===== src/rtl/core/far_end_echo_gate_defines.svh =====
// Assertion macros used by the echo gate top level.
`ifndef FAR_END_ECHO_GATE_DEFINES_SVH
`define FAR_END_ECHO_GATE_DEFINES_SVH

// Check that a condition implies another in the same cycle.
`define FEEG_ASSERT_SAME(lbl, ante, cons, msg) \
    lbl: assert property (@(posedge clk) disable iff (!rst_n) (ante) |-> (cons)) \
        else $error(msg);

// Check that a condition implies another in the following cycle.
`define FEEG_ASSERT_NEXT(lbl, ante, cons, msg) \
    lbl: assert property (@(posedge clk) disable iff (!rst_n) (ante) |=> (cons)) \
        else $error(msg);

`endif


===== src/rtl/core/feeg_pkg.sv =====
// Shared widths, constants and operation codes of the echo gate.
`timescale 1ns / 1ps
package feeg_pkg;

    localparam int SAMPLE_W   = 16;
    localparam int FRAME_W    = 13;
    localparam int GAIN_W     = 17;
    localparam int LEVEL_W    = 16;
    localparam int HANG_W     = 16;
    localparam int COUNT_W    = 32;
    localparam int SUM_W      = 43;
    localparam int ROOT_W     = (SUM_W + 1) / 2;
    localparam int MUL_AW     = 17;
    localparam int MUL_BW     = 17;
    localparam int GAIN_SHIFT = 12;

    localparam logic [GAIN_W-1:0]  GAIN_UNITY = GAIN_W'(1 << GAIN_SHIFT);
    localparam logic [FRAME_W-1:0] MAX_FRAME  = FRAME_W'(4096);

    // Register indexes on the APB port.
    localparam logic [1:0] REG_THRESHOLD   = 2'd0;
    localparam logic [1:0] REG_SHUT_GAIN   = 2'd1;
    localparam logic [1:0] REG_HOLD_FRAMES = 2'd2;

    typedef enum logic [1:0] {
        OP_FAR    = 2'd0,
        OP_SILENT = 2'd1,
        OP_NEAR   = 2'd2
    } op_t;

endpackage


===== src/rtl/core/feeg_mul.sv =====
// Bit-serial shift-add multiplier, one multiplier bit per cycle.
`timescale 1ns / 1ps
module feeg_mul #(
    parameter int AW = feeg_pkg::MUL_AW,
    parameter int BW = feeg_pkg::MUL_BW
) (
    input  logic            clk,
    input  logic            rst_n,
    input  logic            start,
    input  logic [AW-1:0]   a,
    input  logic [BW-1:0]   b,
    output logic            done,
    output logic [AW+BW-1:0] product
);

    localparam int CNT_W = (BW > 1) ? $clog2(BW) : 1;

    logic              busy_reg;
    logic              done_reg;
    logic [CNT_W-1:0]  cnt_reg;
    logic [AW-1:0]     mcand_reg;
    logic [AW-1:0]     hi_reg;
    logic [BW-1:0]     lo_reg;
    logic [AW:0]       step_sum;

    // Add the multiplicand when the current multiplier bit is set, then shift right.
    assign step_sum = {1'b0, hi_reg} + (lo_reg[0] ? {1'b0, mcand_reg} : '0);

    always_ff @(posedge clk or negedge rst_n)
    begin
        if (!rst_n)
        begin
            busy_reg <= 1'b0;
            done_reg <= 1'b0;
            cnt_reg  <= '0;
        end
        else
        begin
            done_reg <= 1'b0;
            if (start)
            begin
                busy_reg <= 1'b1;
                cnt_reg  <= '0;
            end
            else if (busy_reg)
            begin
                if (cnt_reg == CNT_W'(BW - 1))
                begin
                    busy_reg <= 1'b0;
                    done_reg <= 1'b1;
                end
                cnt_reg <= cnt_reg + 1'b1;
            end
        end
    end

    always_ff @(posedge clk)
    begin
        if (start)
        begin
            mcand_reg <= a;
            hi_reg    <= '0;
            lo_reg    <= b;
        end
        else if (busy_reg)
        begin
            hi_reg <= step_sum[AW:1];
            lo_reg <= {step_sum[0], lo_reg[BW-1:1]};
        end
    end

    assign done    = done_reg;
    assign product = {hi_reg, lo_reg};

endmodule


===== src/rtl/core/feeg_div.sv =====
// Restoring divider, one quotient bit per cycle.
`timescale 1ns / 1ps
module feeg_div #(
    parameter int NW = feeg_pkg::SUM_W,
    parameter int DW = feeg_pkg::FRAME_W
) (
    input  logic          clk,
    input  logic          rst_n,
    input  logic          start,
    input  logic [NW-1:0] numer,
    input  logic [DW-1:0] denom,
    output logic          done,
    output logic [NW-1:0] quotient
);

    localparam int CNT_W = (NW > 1) ? $clog2(NW) : 1;

    logic             busy_reg;
    logic             done_reg;
    logic [CNT_W-1:0] cnt_reg;
    logic [NW-1:0]    quo_reg;
    logic [DW-1:0]    rem_reg;
    logic [DW-1:0]    den_reg;
    logic [DW:0]      trial;
    logic [DW:0]      trial_diff;
    logic             fits;

    assign trial      = {rem_reg, quo_reg[NW-1]};
    assign fits       = trial >= {1'b0, den_reg};
    assign trial_diff = trial - {1'b0, den_reg};

    always_ff @(posedge clk or negedge rst_n)
    begin
        if (!rst_n)
        begin
            busy_reg <= 1'b0;
            done_reg <= 1'b0;
            cnt_reg  <= '0;
        end
        else
        begin
            done_reg <= 1'b0;
            if (start)
            begin
                busy_reg <= 1'b1;
                cnt_reg  <= '0;
            end
            else if (busy_reg)
            begin
                if (cnt_reg == CNT_W'(NW - 1))
                begin
                    busy_reg <= 1'b0;
                    done_reg <= 1'b1;
                end
                cnt_reg <= cnt_reg + 1'b1;
            end
        end
    end

    always_ff @(posedge clk)
    begin
        if (start)
        begin
            quo_reg <= numer;
            rem_reg <= '0;
            den_reg <= denom;
        end
        else if (busy_reg)
        begin
            rem_reg <= fits ? trial_diff[DW-1:0] : trial[DW-1:0];
            quo_reg <= {quo_reg[NW-2:0], fits};
        end
    end

    assign done     = done_reg;
    assign quotient = quo_reg;

endmodule


===== src/rtl/core/feeg_sqrt.sv =====
// Digit-by-digit integer square root, one root bit per cycle.
`timescale 1ns / 1ps
module feeg_sqrt #(
    parameter int IW = feeg_pkg::SUM_W,
    parameter int RW = (IW + 1) / 2
) (
    input  logic          clk,
    input  logic          rst_n,
    input  logic          start,
    input  logic [IW-1:0] radicand,
    output logic          done,
    output logic [RW-1:0] root
);

    localparam int CNT_W = (RW > 1) ? $clog2(RW) : 1;

    logic             busy_reg;
    logic             done_reg;
    logic [CNT_W-1:0] cnt_reg;
    logic [2*RW-1:0]  rad_reg;
    logic [RW:0]      rem_reg;
    logic [RW-1:0]    root_reg;
    logic [RW+2:0]    trial;
    logic [RW+2:0]    probe;
    logic [RW+2:0]    trial_diff;
    logic             fits;

    // Bring down the next two radicand bits and test (4*root + 1).
    assign trial      = {rem_reg, rad_reg[2*RW-1 -: 2]};
    assign probe      = {1'b0, root_reg, 2'b01};
    assign fits       = trial >= probe;
    assign trial_diff = trial - probe;

    always_ff @(posedge clk or negedge rst_n)
    begin
        if (!rst_n)
        begin
            busy_reg <= 1'b0;
            done_reg <= 1'b0;
            cnt_reg  <= '0;
        end
        else
        begin
            done_reg <= 1'b0;
            if (start)
            begin
                busy_reg <= 1'b1;
                cnt_reg  <= '0;
            end
            else if (busy_reg)
            begin
                if (cnt_reg == CNT_W'(RW - 1))
                begin
                    busy_reg <= 1'b0;
                    done_reg <= 1'b1;
                end
                cnt_reg <= cnt_reg + 1'b1;
            end
        end
    end

    always_ff @(posedge clk)
    begin
        if (start)
        begin
            rad_reg  <= (2*RW)'(radicand);
            rem_reg  <= '0;
            root_reg <= '0;
        end
        else if (busy_reg)
        begin
            rad_reg  <= {rad_reg[2*RW-3:0], 2'b00};
            rem_reg  <= fits ? trial_diff[RW:0] : trial[RW:0];
            root_reg <= {root_reg[RW-2:0], fits};
        end
    end

    assign done = done_reg;
    assign root = root_reg;

endmodule


===== src/rtl/core/far_end_echo_gate.sv =====
// Top level of the far-end echo gate: control sequencer, state and ports.
//
//  channel  | direction | transaction contents
//  s_axis   | in        | tuser op, tdata sample/frame_samples, tlast end of frame
//  m_axis   | out       | tuser gain_applied, tdata sample_out/level/hang/closures
//  apb      | in/out    | threshold, shut gain, hold frames at 0x0, 0x4, 0x8
//
// One item at a time: input is ready only while idle, and a stalled output holds the item.
// A far sample runs a serial 17-bit square; the last far sample adds a
// divide and a square root after it.
// A ramped near sample runs multiply, divide, multiply in series.
// Passed near samples, silent events and unknown operations use no arithmetic unit.
// rst_n clears all control state at once; a full output register holds the result state.
`timescale 1ns / 1ps
`include "far_end_echo_gate_defines.svh"
module far_end_echo_gate (
    input  logic        clk,
    input  logic        rst_n,
    // APB configuration
    input  logic        psel,
    input  logic        penable,
    input  logic        pwrite,
    input  logic [3:0]  paddr,
    input  logic [31:0] pwdata,
    output logic [31:0] prdata,
    output logic        pready,
    // input stream
    input  logic        s_axis_tvalid,
    output logic        s_axis_tready,
    input  logic [31:0] s_axis_tdata,  // [15:0] sample, [28:16] frame_samples
    input  logic [1:0]  s_axis_tuser,  // [1:0] operation
    input  logic        s_axis_tlast,
    // output stream
    output logic        m_axis_tvalid,
    input  logic        m_axis_tready,
    output logic [71:0] m_axis_tdata,  // [15:0] sample_out, [31:16] far_level,
                                       // [32] hang_active, [64:33] closure_count
    output logic        m_axis_tuser   // [0] gain_applied
);

    localparam int SW  = feeg_pkg::SAMPLE_W;
    localparam int FW  = feeg_pkg::FRAME_W;
    localparam int GW  = feeg_pkg::GAIN_W;
    localparam int LW  = feeg_pkg::LEVEL_W;
    localparam int HW  = feeg_pkg::HANG_W;
    localparam int CW  = feeg_pkg::COUNT_W;
    localparam int UW  = feeg_pkg::SUM_W;
    localparam int RW  = feeg_pkg::ROOT_W;
    localparam int AW  = feeg_pkg::MUL_AW;
    localparam int BW  = feeg_pkg::MUL_BW;
    localparam int PW  = AW + BW;

    typedef enum logic [3:0] {
        ST_IDLE,
        ST_SQUARE,
        ST_LVL_DIV,
        ST_LVL_ROOT,
        ST_NEAR,
        ST_RAMP_MUL,
        ST_RAMP_DIV,
        ST_SCALE,
        ST_RESULT
    } state_t;

    // configuration
    logic [LW-1:0] threshold_reg;
    logic [GW-1:0] shut_gain_reg;
    logic [HW-1:0] hold_frames_reg;
    logic          cfg_write;

    // control and state
    state_t        state_reg, state_next;
    logic [SW-1:0] sample_reg, sample_next;
    logic [FW-1:0] len_reg, len_next;
    logic          last_reg, last_next;
    logic [UW-1:0] square_sum_reg, square_sum_next;
    logic [FW-1:0] frame_index_reg, frame_index_next;
    logic [LW-1:0] level_reg, level_next;
    logic [HW-1:0] hang_count_reg, hang_count_next;
    logic [GW-1:0] ramp_start_reg, ramp_start_next;
    logic [GW-1:0] ramp_target_reg, ramp_target_next;
    logic [CW-1:0] closures_reg, closures_next;
    logic          diff_neg_reg, diff_neg_next;
    logic [SW-1:0] res_sample_reg, res_sample_next;
    logic          res_applied_reg, res_applied_next;
    logic          out_valid_reg, out_valid_next;
    logic [SW-1:0] out_sample_reg, out_sample_next;
    logic          out_applied_reg, out_applied_next;
    logic [LW-1:0] out_level_reg, out_level_next;
    logic          out_hang_reg, out_hang_next;
    logic [CW-1:0] out_closures_reg, out_closures_next;

    // arithmetic units
    logic          mul_start, mul_done;
    logic [AW-1:0] mul_a;
    logic [BW-1:0] mul_b;
    logic [PW-1:0] mul_prod;
    logic          div_start, div_done;
    logic [UW-1:0] div_num, div_quo;
    logic [FW-1:0] div_den;
    logic          sqrt_start, sqrt_done;
    logic [UW-1:0] sqrt_rad;
    logic [RW-1:0] sqrt_root;

    // helpers
    logic [FW-1:0] in_len_raw, in_len;
    logic          in_accept;
    logic [SW-1:0] abs_sample;
    logic [UW:0]   sum_wide;
    logic [UW-1:0] sum_sat;
    logic [LW-1:0] root_sat;
    logic [LW-1:0] decide_lvl;
    logic          loud;
    logic [HW-1:0] hang_decided;
    logic [CW-1:0] closures_decided;
    logic [FW-1:0] index_advanced;
    logic [GW-1:0] near_target, eff_start, eff_target;
    logic [GW:0]   ramp_diff;
    logic [GW-1:0] diff_mag;
    logic [FW:0]   pos_wide;
    logic [FW-1:0] pos_clamped;
    logic [GW:0]   gain_wide;
    logic [PW-1:0] scaled_mag;
    logic [SW-1:0] scaled_sat;
    logic          load_out;

    // ---------------- configuration port ----------------
    assign pready    = 1'b1;
    assign cfg_write = psel && penable && pwrite && pready;

    always_ff @(posedge clk or negedge rst_n)
    begin
        if (!rst_n)
        begin
            threshold_reg   <= '0;
            shut_gain_reg   <= feeg_pkg::GAIN_UNITY;
            hold_frames_reg <= '0;
        end
        else if (cfg_write)
        begin
            unique case (paddr[3:2])
                feeg_pkg::REG_THRESHOLD:   threshold_reg   <= pwdata[LW-1:0];
                feeg_pkg::REG_SHUT_GAIN:   shut_gain_reg   <= pwdata[GW-1:0];
                feeg_pkg::REG_HOLD_FRAMES: hold_frames_reg <= pwdata[HW-1:0];
                default:                   ;
            endcase
        end
    end

    always_comb
    begin
        unique case (paddr[3:2])
            feeg_pkg::REG_THRESHOLD:   prdata = 32'(threshold_reg);
            feeg_pkg::REG_SHUT_GAIN:   prdata = 32'(shut_gain_reg);
            feeg_pkg::REG_HOLD_FRAMES: prdata = 32'(hold_frames_reg);
            default:                   prdata = '0;
        endcase
    end

    // ---------------- shared serial units ----------------
    feeg_mul #(
        .AW (AW),
        .BW (BW)
    ) u_mul (
        .clk     (clk),
        .rst_n   (rst_n),
        .start   (mul_start),
        .a       (mul_a),
        .b       (mul_b),
        .done    (mul_done),
        .product (mul_prod)
    );

    feeg_div #(
        .NW (UW),
        .DW (FW)
    ) u_div (
        .clk      (clk),
        .rst_n    (rst_n),
        .start    (div_start),
        .numer    (div_num),
        .denom    (div_den),
        .done     (div_done),
        .quotient (div_quo)
    );

    feeg_sqrt #(
        .IW (UW),
        .RW (RW)
    ) u_sqrt (
        .clk      (clk),
        .rst_n    (rst_n),
        .start    (sqrt_start),
        .radicand (sqrt_rad),
        .done     (sqrt_done),
        .root     (sqrt_root)
    );

    // ---------------- datapath helpers ----------------
    assign s_axis_tready = (state_reg == ST_IDLE);
    assign in_accept     = s_axis_tvalid && s_axis_tready;

    // Clamp frame length to 1..MAX_FRAME.
    assign in_len_raw = s_axis_tdata[SW+FW-1:SW];
    assign in_len     = (in_len_raw == '0) ? FW'(1) :
                        (in_len_raw > feeg_pkg::MAX_FRAME) ? feeg_pkg::MAX_FRAME : in_len_raw;

    assign abs_sample = sample_reg[SW-1] ? (~sample_reg + 1'b1) : sample_reg;

    // Saturate the running sum of squares.
    assign sum_wide = {1'b0, square_sum_reg} + (UW+1)'(mul_prod);
    assign sum_sat  = sum_wide[UW] ? {UW{1'b1}} : sum_wide[UW-1:0];

    assign root_sat = (sqrt_root > RW'({LW{1'b1}})) ? {LW{1'b1}} : sqrt_root[LW-1:0];

    // Hang decision for a finished far frame or a silent event.
    assign decide_lvl       = (state_reg == ST_LVL_ROOT) ? root_sat : '0;
    assign loud             = decide_lvl >= threshold_reg;
    assign hang_decided     = loud ? hold_frames_reg :
                              (hang_count_reg != '0) ? hang_count_reg - 1'b1 : hang_count_reg;
    assign closures_decided = closures_reg + CW'(loud && (hang_count_reg == '0));

    assign index_advanced = last_reg ? '0 :
                            (frame_index_reg != {FW{1'b1}}) ? frame_index_reg + 1'b1 :
                            frame_index_reg;

    // Ramp endpoints; the current gain always equals the last target.
    assign near_target = (hang_count_reg != '0) ? shut_gain_reg : feeg_pkg::GAIN_UNITY;
    assign eff_start   = (frame_index_reg == '0) ? ramp_target_reg : ramp_start_reg;
    assign eff_target  = (frame_index_reg == '0) ? near_target : ramp_target_reg;
    assign ramp_diff   = {1'b0, eff_target} - {1'b0, eff_start};
    assign diff_mag    = ramp_diff[GW] ? GW'(~ramp_diff + 1'b1) : ramp_diff[GW-1:0];
    assign pos_wide    = {1'b0, frame_index_reg} + 1'b1;
    assign pos_clamped = (pos_wide > {1'b0, len_reg}) ? len_reg : pos_wide[FW-1:0];

    assign gain_wide = diff_neg_reg ? ({1'b0, ramp_start_reg} - (GW+1)'(div_quo[GW-1:0])) :
                                      ({1'b0, ramp_start_reg} + (GW+1)'(div_quo[GW-1:0]));

    // Truncate toward zero on the magnitude, then saturate with the sign.
    assign scaled_mag = mul_prod >> feeg_pkg::GAIN_SHIFT;
    assign scaled_sat = sample_reg[SW-1] ?
                        ((scaled_mag > PW'(1 << (SW-1))) ? {1'b1, {(SW-1){1'b0}}} :
                                                            (~scaled_mag[SW-1:0] + 1'b1)) :
                        ((scaled_mag > PW'((1 << (SW-1)) - 1)) ? {1'b0, {(SW-1){1'b1}}} :
                                                                  scaled_mag[SW-1:0]);

    assign load_out = (state_reg == ST_RESULT) && (!out_valid_reg || m_axis_tready);

    function automatic logic [SW-1:0] abs_value(input logic [SW-1:0] v);
        abs_value = v[SW-1] ? (~v + 1'b1) : v;
    endfunction

    // ---------------- sequencer ----------------
    always_comb
    begin
        state_next        = state_reg;
        sample_next       = sample_reg;
        len_next          = len_reg;
        last_next         = last_reg;
        square_sum_next   = square_sum_reg;
        frame_index_next  = frame_index_reg;
        level_next        = level_reg;
        hang_count_next   = hang_count_reg;
        ramp_start_next   = ramp_start_reg;
        ramp_target_next  = ramp_target_reg;
        closures_next     = closures_reg;
        diff_neg_next     = diff_neg_reg;
        res_sample_next   = res_sample_reg;
        res_applied_next  = res_applied_reg;
        out_valid_next    = out_valid_reg && !m_axis_tready;
        out_sample_next   = out_sample_reg;
        out_applied_next  = out_applied_reg;
        out_level_next    = out_level_reg;
        out_hang_next     = out_hang_reg;
        out_closures_next = out_closures_reg;
        mul_start         = 1'b0;
        mul_a             = '0;
        mul_b             = '0;
        div_start         = 1'b0;
        div_num           = '0;
        div_den           = '0;
        sqrt_start        = 1'b0;
        sqrt_rad          = '0;

        unique case (state_reg)
            ST_IDLE:
            begin
                if (in_accept)
                begin
                    sample_next      = s_axis_tdata[SW-1:0];
                    len_next         = in_len;
                    last_next        = s_axis_tlast;
                    res_sample_next  = '0;
                    res_applied_next = 1'b0;
                    unique case (feeg_pkg::op_t'(s_axis_tuser))
                        feeg_pkg::OP_FAR:
                        begin
                            mul_start  = 1'b1;
                            mul_a      = AW'(abs_value(s_axis_tdata[SW-1:0]));
                            mul_b      = BW'(abs_value(s_axis_tdata[SW-1:0]));
                            state_next = ST_SQUARE;
                        end
                        feeg_pkg::OP_SILENT:
                        begin
                            level_next       = '0;
                            hang_count_next  = hang_decided;
                            closures_next    = closures_decided;
                            square_sum_next  = '0;
                            frame_index_next = '0;
                            state_next       = ST_RESULT;
                        end
                        feeg_pkg::OP_NEAR:
                        begin
                            state_next = ST_NEAR;
                        end
                        default:
                        begin
                            state_next = ST_RESULT;
                        end
                    endcase
                end
            end

            ST_SQUARE:
            begin
                if (mul_done)
                begin
                    if (last_reg)
                    begin
                        div_start       = 1'b1;
                        div_num         = sum_sat;
                        div_den         = len_reg;
                        square_sum_next = '0;
                        state_next      = ST_LVL_DIV;
                    end
                    else
                    begin
                        square_sum_next  = sum_sat;
                        frame_index_next = index_advanced;
                        state_next       = ST_RESULT;
                    end
                end
            end

            ST_LVL_DIV:
            begin
                if (div_done)
                begin
                    sqrt_start = 1'b1;
                    sqrt_rad   = div_quo;
                    state_next = ST_LVL_ROOT;
                end
            end

            ST_LVL_ROOT:
            begin
                if (sqrt_done)
                begin
                    level_next       = root_sat;
                    hang_count_next  = hang_decided;
                    closures_next    = closures_decided;
                    frame_index_next = '0;
                    state_next       = ST_RESULT;
                end
            end

            ST_NEAR:
            begin
                ramp_start_next  = eff_start;
                ramp_target_next = eff_target;
                if (eff_start == feeg_pkg::GAIN_UNITY && eff_target == feeg_pkg::GAIN_UNITY)
                begin
                    res_sample_next  = sample_reg;
                    frame_index_next = index_advanced;
                    state_next       = ST_RESULT;
                end
                else
                begin
                    diff_neg_next = ramp_diff[GW];
                    mul_start     = 1'b1;
                    mul_a         = AW'(diff_mag);
                    mul_b         = BW'(pos_clamped);
                    state_next    = ST_RAMP_MUL;
                end
            end

            ST_RAMP_MUL:
            begin
                if (mul_done)
                begin
                    div_start  = 1'b1;
                    div_num    = UW'(mul_prod);
                    div_den    = len_reg;
                    state_next = ST_RAMP_DIV;
                end
            end

            ST_RAMP_DIV:
            begin
                if (div_done)
                begin
                    mul_start  = 1'b1;
                    mul_a      = AW'(abs_sample);
                    mul_b      = BW'(gain_wide[GW-1:0]);
                    state_next = ST_SCALE;
                end
            end

            ST_SCALE:
            begin
                if (mul_done)
                begin
                    res_sample_next  = scaled_sat;
                    res_applied_next = 1'b1;
                    frame_index_next = index_advanced;
                    state_next       = ST_RESULT;
                end
            end

            ST_RESULT:
            begin
                if (load_out)
                begin
                    out_valid_next    = 1'b1;
                    out_sample_next   = res_sample_reg;
                    out_applied_next  = res_applied_reg;
                    out_level_next    = level_reg;
                    out_hang_next     = (hang_count_reg != '0);
                    out_closures_next = closures_reg;
                    state_next        = ST_IDLE;
                end
            end

            default:
            begin
                state_next = ST_IDLE;
            end
        endcase
    end

    always_ff @(posedge clk or negedge rst_n)
    begin
        if (!rst_n)
        begin
            state_reg       <= ST_IDLE;
            square_sum_reg  <= '0;
            frame_index_reg <= '0;
            level_reg       <= '0;
            hang_count_reg  <= '0;
            ramp_start_reg  <= feeg_pkg::GAIN_UNITY;
            ramp_target_reg <= feeg_pkg::GAIN_UNITY;
            closures_reg    <= '0;
            out_valid_reg   <= 1'b0;
        end
        else
        begin
            state_reg       <= state_next;
            square_sum_reg  <= square_sum_next;
            frame_index_reg <= frame_index_next;
            level_reg       <= level_next;
            hang_count_reg  <= hang_count_next;
            ramp_start_reg  <= ramp_start_next;
            ramp_target_reg <= ramp_target_next;
            closures_reg    <= closures_next;
            out_valid_reg   <= out_valid_next;
        end
    end

    always_ff @(posedge clk)
    begin
        sample_reg       <= sample_next;
        len_reg          <= len_next;
        last_reg         <= last_next;
        diff_neg_reg     <= diff_neg_next;
        res_sample_reg   <= res_sample_next;
        res_applied_reg  <= res_applied_next;
        out_sample_reg   <= out_sample_next;
        out_applied_reg  <= out_applied_next;
        out_level_reg    <= out_level_next;
        out_hang_reg     <= out_hang_next;
        out_closures_reg <= out_closures_next;
    end

    assign m_axis_tvalid = out_valid_reg;
    assign m_axis_tuser  = out_applied_reg;
    assign m_axis_tdata  = {7'b0, out_closures_reg, out_hang_reg, out_level_reg, out_sample_reg};

    // ---------------- assertions ----------------
    `FEEG_ASSERT_NEXT(a_one_item_at_a_time, in_accept, !s_axis_tready,
        "input accepted while an item is still in work")
    `FEEG_ASSERT_NEXT(a_no_closure_while_hung, hang_count_reg != '0,
        closures_reg == $past(closures_reg), "closure counted while hang counter nonzero")
    `FEEG_ASSERT_SAME(a_root_after_divide, sqrt_start, div_done && state_reg == ST_LVL_DIV,
        "square root started without a finished level divide")

endmodule


===== config.mk =====
export PLATFORM = sky130hd
export DESIGN_NAME = far_end_echo_gate
export DESIGN_NICKNAME = d
export VERILOG_FILES = /design/src/rtl/core/feeg_pkg.sv /design/src/rtl/core/feeg_mul.sv /design/src/rtl/core/feeg_div.sv /design/src/rtl/core/feeg_sqrt.sv /design/src/rtl/core/far_end_echo_gate.sv
export VERILOG_INCLUDE_DIRS = /design/src /design/src/rtl/core
export SDC_FILE = /design/constraint.sdc
export NUM_CORES = 1
export LEC_CHECK = 0
export ABC_AREA = 1
export BUFFER_PORTS_ARGS = -buffer_cell sky130_fd_sc_hd__buf_2
export CORE_UTILIZATION = 38
export DETAILED_ROUTE_END_ITERATION = 16
export SKIP_CTS_REPAIR_TIMING = 1
export SYNTH_ARGS = -nofsm -noshare
export SYNTH_HDL_FRONTEND = slang
export SYNTH_SLANG_ARGS = --single-unit

===== constraint.sdc =====
create_clock -name clk -period 5.5 [get_ports clk]
set_input_delay 1.1 -clock clk [delete_from_list [all_inputs] [get_ports clk]]
set_output_delay 1.1 -clock clk [all_outputs]
set_load 0.005 [all_outputs]

==> results.md, run 1 <==
- CP startpoint: frame_index_reg[0]
- Worst Skew: 0.0402 ns
- DRT antenna net count: 0
- WL final: 97.8 mm
- Worst Path Required: 5.85 ns
- Area growth syn-to-layout: 12.4%
- Die footprint: 88200 sq um
- DIE WIDTH: 297 um
- Setup WS post-layout: 0.890 ns
- Setup tns final: 0 ns
- Synth Instances: 4055
- Yosys reg bits: 553
- Syn Area/Cell: 8.15 sq um
- Starting DRT DRC Count: 2434
- Via count: 28122
- Hold depth: 0
- Finished Layout Cells: 5378
- Final Net Count: 4426
- Max reg flops: 44
- First-pass GRT wire length: 152 mm
- WL per Instance: 18.2 um
- Total congestion overflow: 0
- CTS max path bufs: 3
- # fillers: 8709
- IO Port Bufs: 142
- Worst skew pair latency: 0.64 ns
- Tcrit/Tclk final: 83.8%
- Worst slack at placement: 0.988 ns
- F_max: 0.217 GHz
- Count of final setup violators: 0
- Post-synth ARST share: 41.6%
- Peak supply drop: 0.000296 V
- CTS tree: done
- Vias in the first global route: 26954
- Reg2Reg Depth: 22
- DR pass1 iterations: 6
- PwrDens: 516 nW/um^2
- Reg2reg start: frame_index_reg[0]
- Hold crit path type: flip-flop to flip-flop
- Core area: 85700 sq um
- Initial Utilization: 38.6%
- Worst Max-Slew Pin Slew: 1.27 ns
- Leakage: 17.2 nW
- Die H: 297 um
- CTS H-tree depth: 3
- Clock transition at the registers of the reported paths: 0.06 ns
- EDFF count, synth: 247
- Synthesis warning total: 0
- Max-cap violations: 0
- Placed wire-length estimate: 73.9 mm
- Minimum clock period after layout: 4.61 ns
- Post-layout util: 43.4%
- Final Hold Fails: 0
- Worst EP arrival: 4.96 ns
- Clk root buf: clkbuf_16
- Beginning of the worst hold path: res_sample_reg[4]
- Slew Limit Fails: 0
- Largest net degree at the start of global routing: 101
- IO Count: 186
- CTS Buf Count: 68
- Post-Syn Area: 33100 sq um
- Vias per Instance: 5.23
- Slew margin rel.: 15.1%
- Yosys cell types: 73
- Gpl congestion: 0.942
- Startpoint Class: flip-flop
- Layout cell share with drive strength beyond 1: 9.60%
- Global Route Usage Sum: 21.8%
- Status: finished clean
- CP max FO: 23
- Setup CP Type: flip-flop to flip-flop
- Register area share after synthesis: 44.5%
- # DRC: 0
- Number of placed cells counting well taps: 5251
- Antenna violations before repair: 5
- Row cnt: 107
- Ys flop type: edfxtp_1
- CP Capture Type: flip-flop
- CTS sink count: 553
- RSZ-0062 raised after global routing: false
-- power breakdown --
group          leakage, nW  internal, mW  switching [mW]
Sequential            5.84          5.32           0.735
Combinational         10.2          2.74            5.79
Clock                 1.10          2.67            1.91
Total                 17.2          10.7            8.44
-- cells by family after synthesis --
group                    Yosys count  share of synthesized area (%)
buffers and inverters            705                           8.61
AND/OR/NAND/NOR                 1596                           20.5
flip-flops                       553                           44.5
AO/OA/AOI/OAI                    882                           16.0
XOR/XNOR                         146                           3.87
other                              2                         0.0227
adder cells (fa/ha/maj)          171                           6.59
-- cell usage in the layout, fill, tap and decap left out, types with 17 or more instances in the layout --
cell and count:
nand4_1 51, inv_1 539, o21ai_0 344, ha_1 166
a31oi_1 41, nand3_1 149, nor4_1 24, edfxtp_1 247
o221ai_1 26, nand2_1 894, conb_1 23, xnor2_1 34
nand2_2 20, a22oi_1 34, dfrtp_1 227, a21oi_1 237
dfxtp_1 76, or2_2 30, o21ai_1 17, buf_4 33
o22ai_1 21, o211ai_1 29, nor3_1 75, nor2_1 310
clkbuf_16 68, buf_2 141, xor2_1 112
-- metrics by stage --
stage | instance area (sq um) | power, mW | hold WS (ns)
floorplan | 33100 | 12.2 | 0.400
global placement | 34800 | 14.5 | 0.403
detailed placement | 34800 | 14.5 | 0.405
CTS | 37100 | 19.2 | 0.418
global route | 37100 | 20.6 | 0.422
finish | 37100 | 19.2 | 0.417
-- Yosys cell counts, drive strengths merged, types with 14 or more instances --
cell,n,share of area [%]
a21oi,239,3.6
a22o,14,0.37
a22oi,35,0.81
a31oi,41,0.78
buf,50,1.2
clkbuf,95,1.1
dfrtp,227,17
dfxtp,76,4.6
edfxtp,247,22
ha,166,6.3
inv,551,6.3
nand2,916,11
nand3,152,2.3
nand4,52,1.0
nor2,327,3.9
nor3,80,1.3
nor4,26,0.53
o211ai,32,0.80
o21ai,362,5.5
o221ai,26,0.69
o22ai,30,0.74
o31ai,20,0.56
or2,30,0.57
xnor2,34,0.90
xor2,112,3.0
-- final cells by class --
| cell class | instances | area [sq um] | share of cell area, % |
|---|---|---|---|
| Antenna cell | 3 | 7.51 | 0.0202 |
| Multi-Input combinational cell | 2818 | 15600 | 42.0 |
| Clock buffer | 91 | 1870 | 5.03 |
| Inverter | 560 | 2110 | 5.67 |
| Sequential cell | 553 | 14700 | 39.6 |
| Clock inverter | 33 | 432 | 1.16 |
| Timing Repair Buffer | 176 | 988 | 2.66 |
| Tap cell | 1144 | 1430 | 3.85 |
-- worst paths after layout --
check | to | slack, ns
min in group asynchronous | ramp_start_reg[1] | 0.49
min | out_sample_reg[4] | 0.42
max reg2reg | u_mul.mcand_reg[10] | 0.89
max | u_mul.mcand_reg[10] | 0.89
max in group asynchronous | square_sum_reg[40] | 3.87
min reg2reg | out_sample_reg[4] | 0.42
-- critical path, stage by stage, from the launching register on --
cell      delay [ns]
dfrtp_1         0.40
inv_1           0.14
ha_1            0.21
nand3_1         0.09
nor2_1          0.11
nand2_1         0.45
o21ai_0         0.63
inv_1           0.11
ha_1            0.30
nand3b_1        0.07
and2_1          0.18
inv_1           0.12
nand3_1         0.09
nand2_1         0.11
nand3_1         0.13
nand2_1         0.11
nand2_1         0.06
nand2_2         0.17
inv_2           0.17
o21ai_1         0.17
nand2_1         0.09
o21ai_0         0.31
nand2_1         0.10
-- metal layers --
metal	vias to the layer above	wire length (um)	GRT usage (%)
met4	2	3620	8.55
met2	798	43500	34.2
met1	13286	45200	30.5
met5	-	14	0
li1	13867	-	-
met3	169	5440	3.04
Note: power is estimated with default switching activity, not from simulation.
==> run 2, diff against run 1 <==
Clock period 5.5 ns to 3.8 ns, I/O delays scaled along.
==> run 2 against run 1 <==
  * Critical path depth grew 1
  * Global-route usage grew 0.66 points
  * Cell area is 5.6% higher
  * Hold slack got worse by 0.32 ns
  * Utilization rose by 2.4 points
  * Combinational power is 73% higher
  * Worst setup slack got worse by 0.81 ns
  * Total power is 57% higher
  * Critical path type unchanged
  * Highest routed layer unchanged
==> results.md, run 2 (same netlist as run 1, synthesis figures left out) <==
- Vias per Instance: 5.20 (-0.58%)
- First-pass GRT wire length: 156 mm (+2.2%)
- Multi-input logic area: 16300 sq um (+4.2%)
- Commonest cells after routing, fill and taps aside: nand2_1 (878), inv_1 (528), o21ai_0 (331)
- DRT antenna net count: 0 (unchanged)
- DIE WIDTH: 297 um (unchanged)
- Core area: 85700 sq um (unchanged)
- Worst Path Required: 4.36 ns (-1.49 ns)
- CTS max path bufs: 3 (unchanged)
- CP Capture Type: flip-flop
- Max-cap violations: 0 (unchanged)
- Largest net degree at the start of global routing: 85 (-16%)
- Critical Path Max Stage Delay: 0.32 ns (-0.31 ns)
- CP startpoint: u_sqrt.root[20]
- PwrDens: 766 nW/um^2 (+48%)
- Worst hold margin: 0.0924 ns (-0.324 ns)
- RSZ-0062 raised after global routing: true
- Via count: 28883 (+2.7%)
- FF/Latch Area: 14700 sq um (about the same)
- Worst EP arrival: 4.27 ns (-0.69 ns)
- Crit path buf inv count: 6 (+2)
- Global Route Usage Sum: 22.5% (+0.66 points)
- Area growth syn-to-layout: 18.7%
- Count of final setup violators: 0 (unchanged)
- Worst skew pair latency: 0.63 ns (about the same)
- Minimum clock period after layout: 3.72 ns (-0.895 ns)
- Setup WS post-layout: 0.0847 ns (-0.805 ns)
- Placed wire-length estimate: 77.8 mm (+5.4%)
- Clk root buf: clkbuf_16
- Worst slack at placement: -0.0921 ns (-1.08 ns)
- Setup CP Type: flip-flop to flip-flop
- Gpl congestion: 0.973 (+3.3%)
- F_max: 0.269 GHz (+24%)
- Total congestion overflow: 0 (unchanged)
- CTS sink count: 553 (unchanged)
- DR pass1 iterations: 5 (-1)
- IO Count: 186 (unchanged)
- CP max FO: 4 (-83%)
- # DRC: 0 (unchanged)
- Final Hold Fails: 0 (unchanged)
- Layout cell share with drive strength beyond 1: 15.8% (+6.2 points)
- # fillers: 8474 (-2.7%)
- Antenna violations before repair: 4 (-1)
- Worst Skew: 0.0321 ns (-0.00815 ns)
- Leakage: 18.2 nW (+5.9%)
- Max reg flops: 44 (unchanged)
- Initial Utilization: 38.6% (unchanged)
- WL final: 102 mm (+4.2%)
- Slew Limit Fails: 0 (unchanged)
- Crit path max-delay family: simple AND/OR/NAND/NOR gates
- Worst path most repeated cell: nand4_1
- Die H: 297 um (unchanged)
- CTS H-tree depth: 3 (unchanged)
- Finished Cell Area: 39200 sq um (+5.6%)
- Final Net Count: 4606 (+4.1%)
- IO Port Bufs: 142 (unchanged)
- CP cell instances: nor2_2 -> nand4_1 -> inv_2 -> buf_6 -> a21oi_2 -> ha_1 -> nand4_1 -> nor3_2 -> nand2_1 -> nand3_2 -> nand4_1 -> inv_2 -> buf_6 -> ha_4 -> ha_4 -> inv_4 -> nor4_4 -> nand4_1 -> nor4_2 -> nand2_1 -> nor2_2 -> buf_4 -> xor2_1
- CTS tree: done
- Commonest non-fill, non-tap cell in the layout: nand2_1
- Slowest CP cell: dfxtp_2
- Slew margin rel.: 26.4% (+11 points)
- Placement Cell Area: 36200 sq um (+3.8%)
- Reg2reg start: u_sqrt.root[20]
- WL per Instance: 18.3 um (+0.83%)
- Hold crit path type: input pin to asynchronous set/reset pin
- Vias in the first global route: 27362 (+1.5%)
- CTS Buf Count: 66 (-2.9%)
- Worst Max-Slew Pin Slew: 1.09 ns (-0.175 ns)
- Startpoint Class: flip-flop
- Tcrit/Tclk final: 97.8% (+14 points)
- Post-layout util: 45.8% (+2.4 points)
- Tot Pwr: 30.1 mW (+57%)
- Status: finished clean
- Die footprint: 88200 sq um (unchanged)
- Starting DRT DRC Count: 2037 (-16%)
- Row cnt: 107 (unchanged)
- Clock transition at the registers of the reported paths: 0.06 ns (about the same)
- Peak supply drop: 0.000497 V (+68%)
==> run 2: cell type report <==
class,count,area share (%)
Antenna cell,1,0.00638
Clock buffer,88,4.63
Clock inverter,34,1.08
Inverter,560,5.37
Multi-Input combinational cell,2818,41.5
Sequential cell,553,37.5
Tap cell,1144,3.65
Timing Repair Buffer,358,6.34
==> run 2: worst register-to-register path: cells and delay by family (launching register included) <==
family          cells  cell delay, ns
compound gates      1            0.08
xor+xnor            1            0.13
fa+ha+maj           3            0.56
buf+inv             6            0.72
flops               1            0.32
simple gates       12            1.84
==> run 2: path summary, 6_finish.rpt <==
| path | end | slack (ns) | depth (start not counted) |
|---|---|---|---|
| min in group clk | last_reg | 0.32 | 1 |
| setup / recovery | closures_reg[24] | 0.08 | 23 |
| setup reg to reg | closures_reg[24] | 0.08 | 23 |
| hold / removal | ramp_target_reg[6] | 0.09 | 1 |
| max in group asynchronous | square_sum_reg[36] | 2.72 | 2 |
| hold reg to reg | out_sample_reg[13] | 0.42 | 0 |
==> run 2: per-layer routing <==
metal	share of wire, %	wire length [um]	track usage, %	up-vias
met4	3.3	3320	7.76	6
met3	6.2	6350	3.72	171
met5	0.036	37	0	-
met1	45	45700	30.8	13631
li1	-	-	-	14241
met2	46	46400	35.9	834
==> run 2: metrics by stage <==
step           TNS, ns  std cells
2_1_floorplan        0       4076
3_3_place_gp    -0.218       5416
3_5_place_dp    -0.303       5416
4_1_cts         -0.482       5538
5_1_grt          -1.01       5555
6_report             0       5556
==> run 2: power by group <==
part	switching [mW]	leakage, nW	internal [mW]
clock network	2.77	1.07	3.73
registers	1.04	5.84	7.69
logic	9.23	11.3	5.59
total	13.0	18.2	17.0
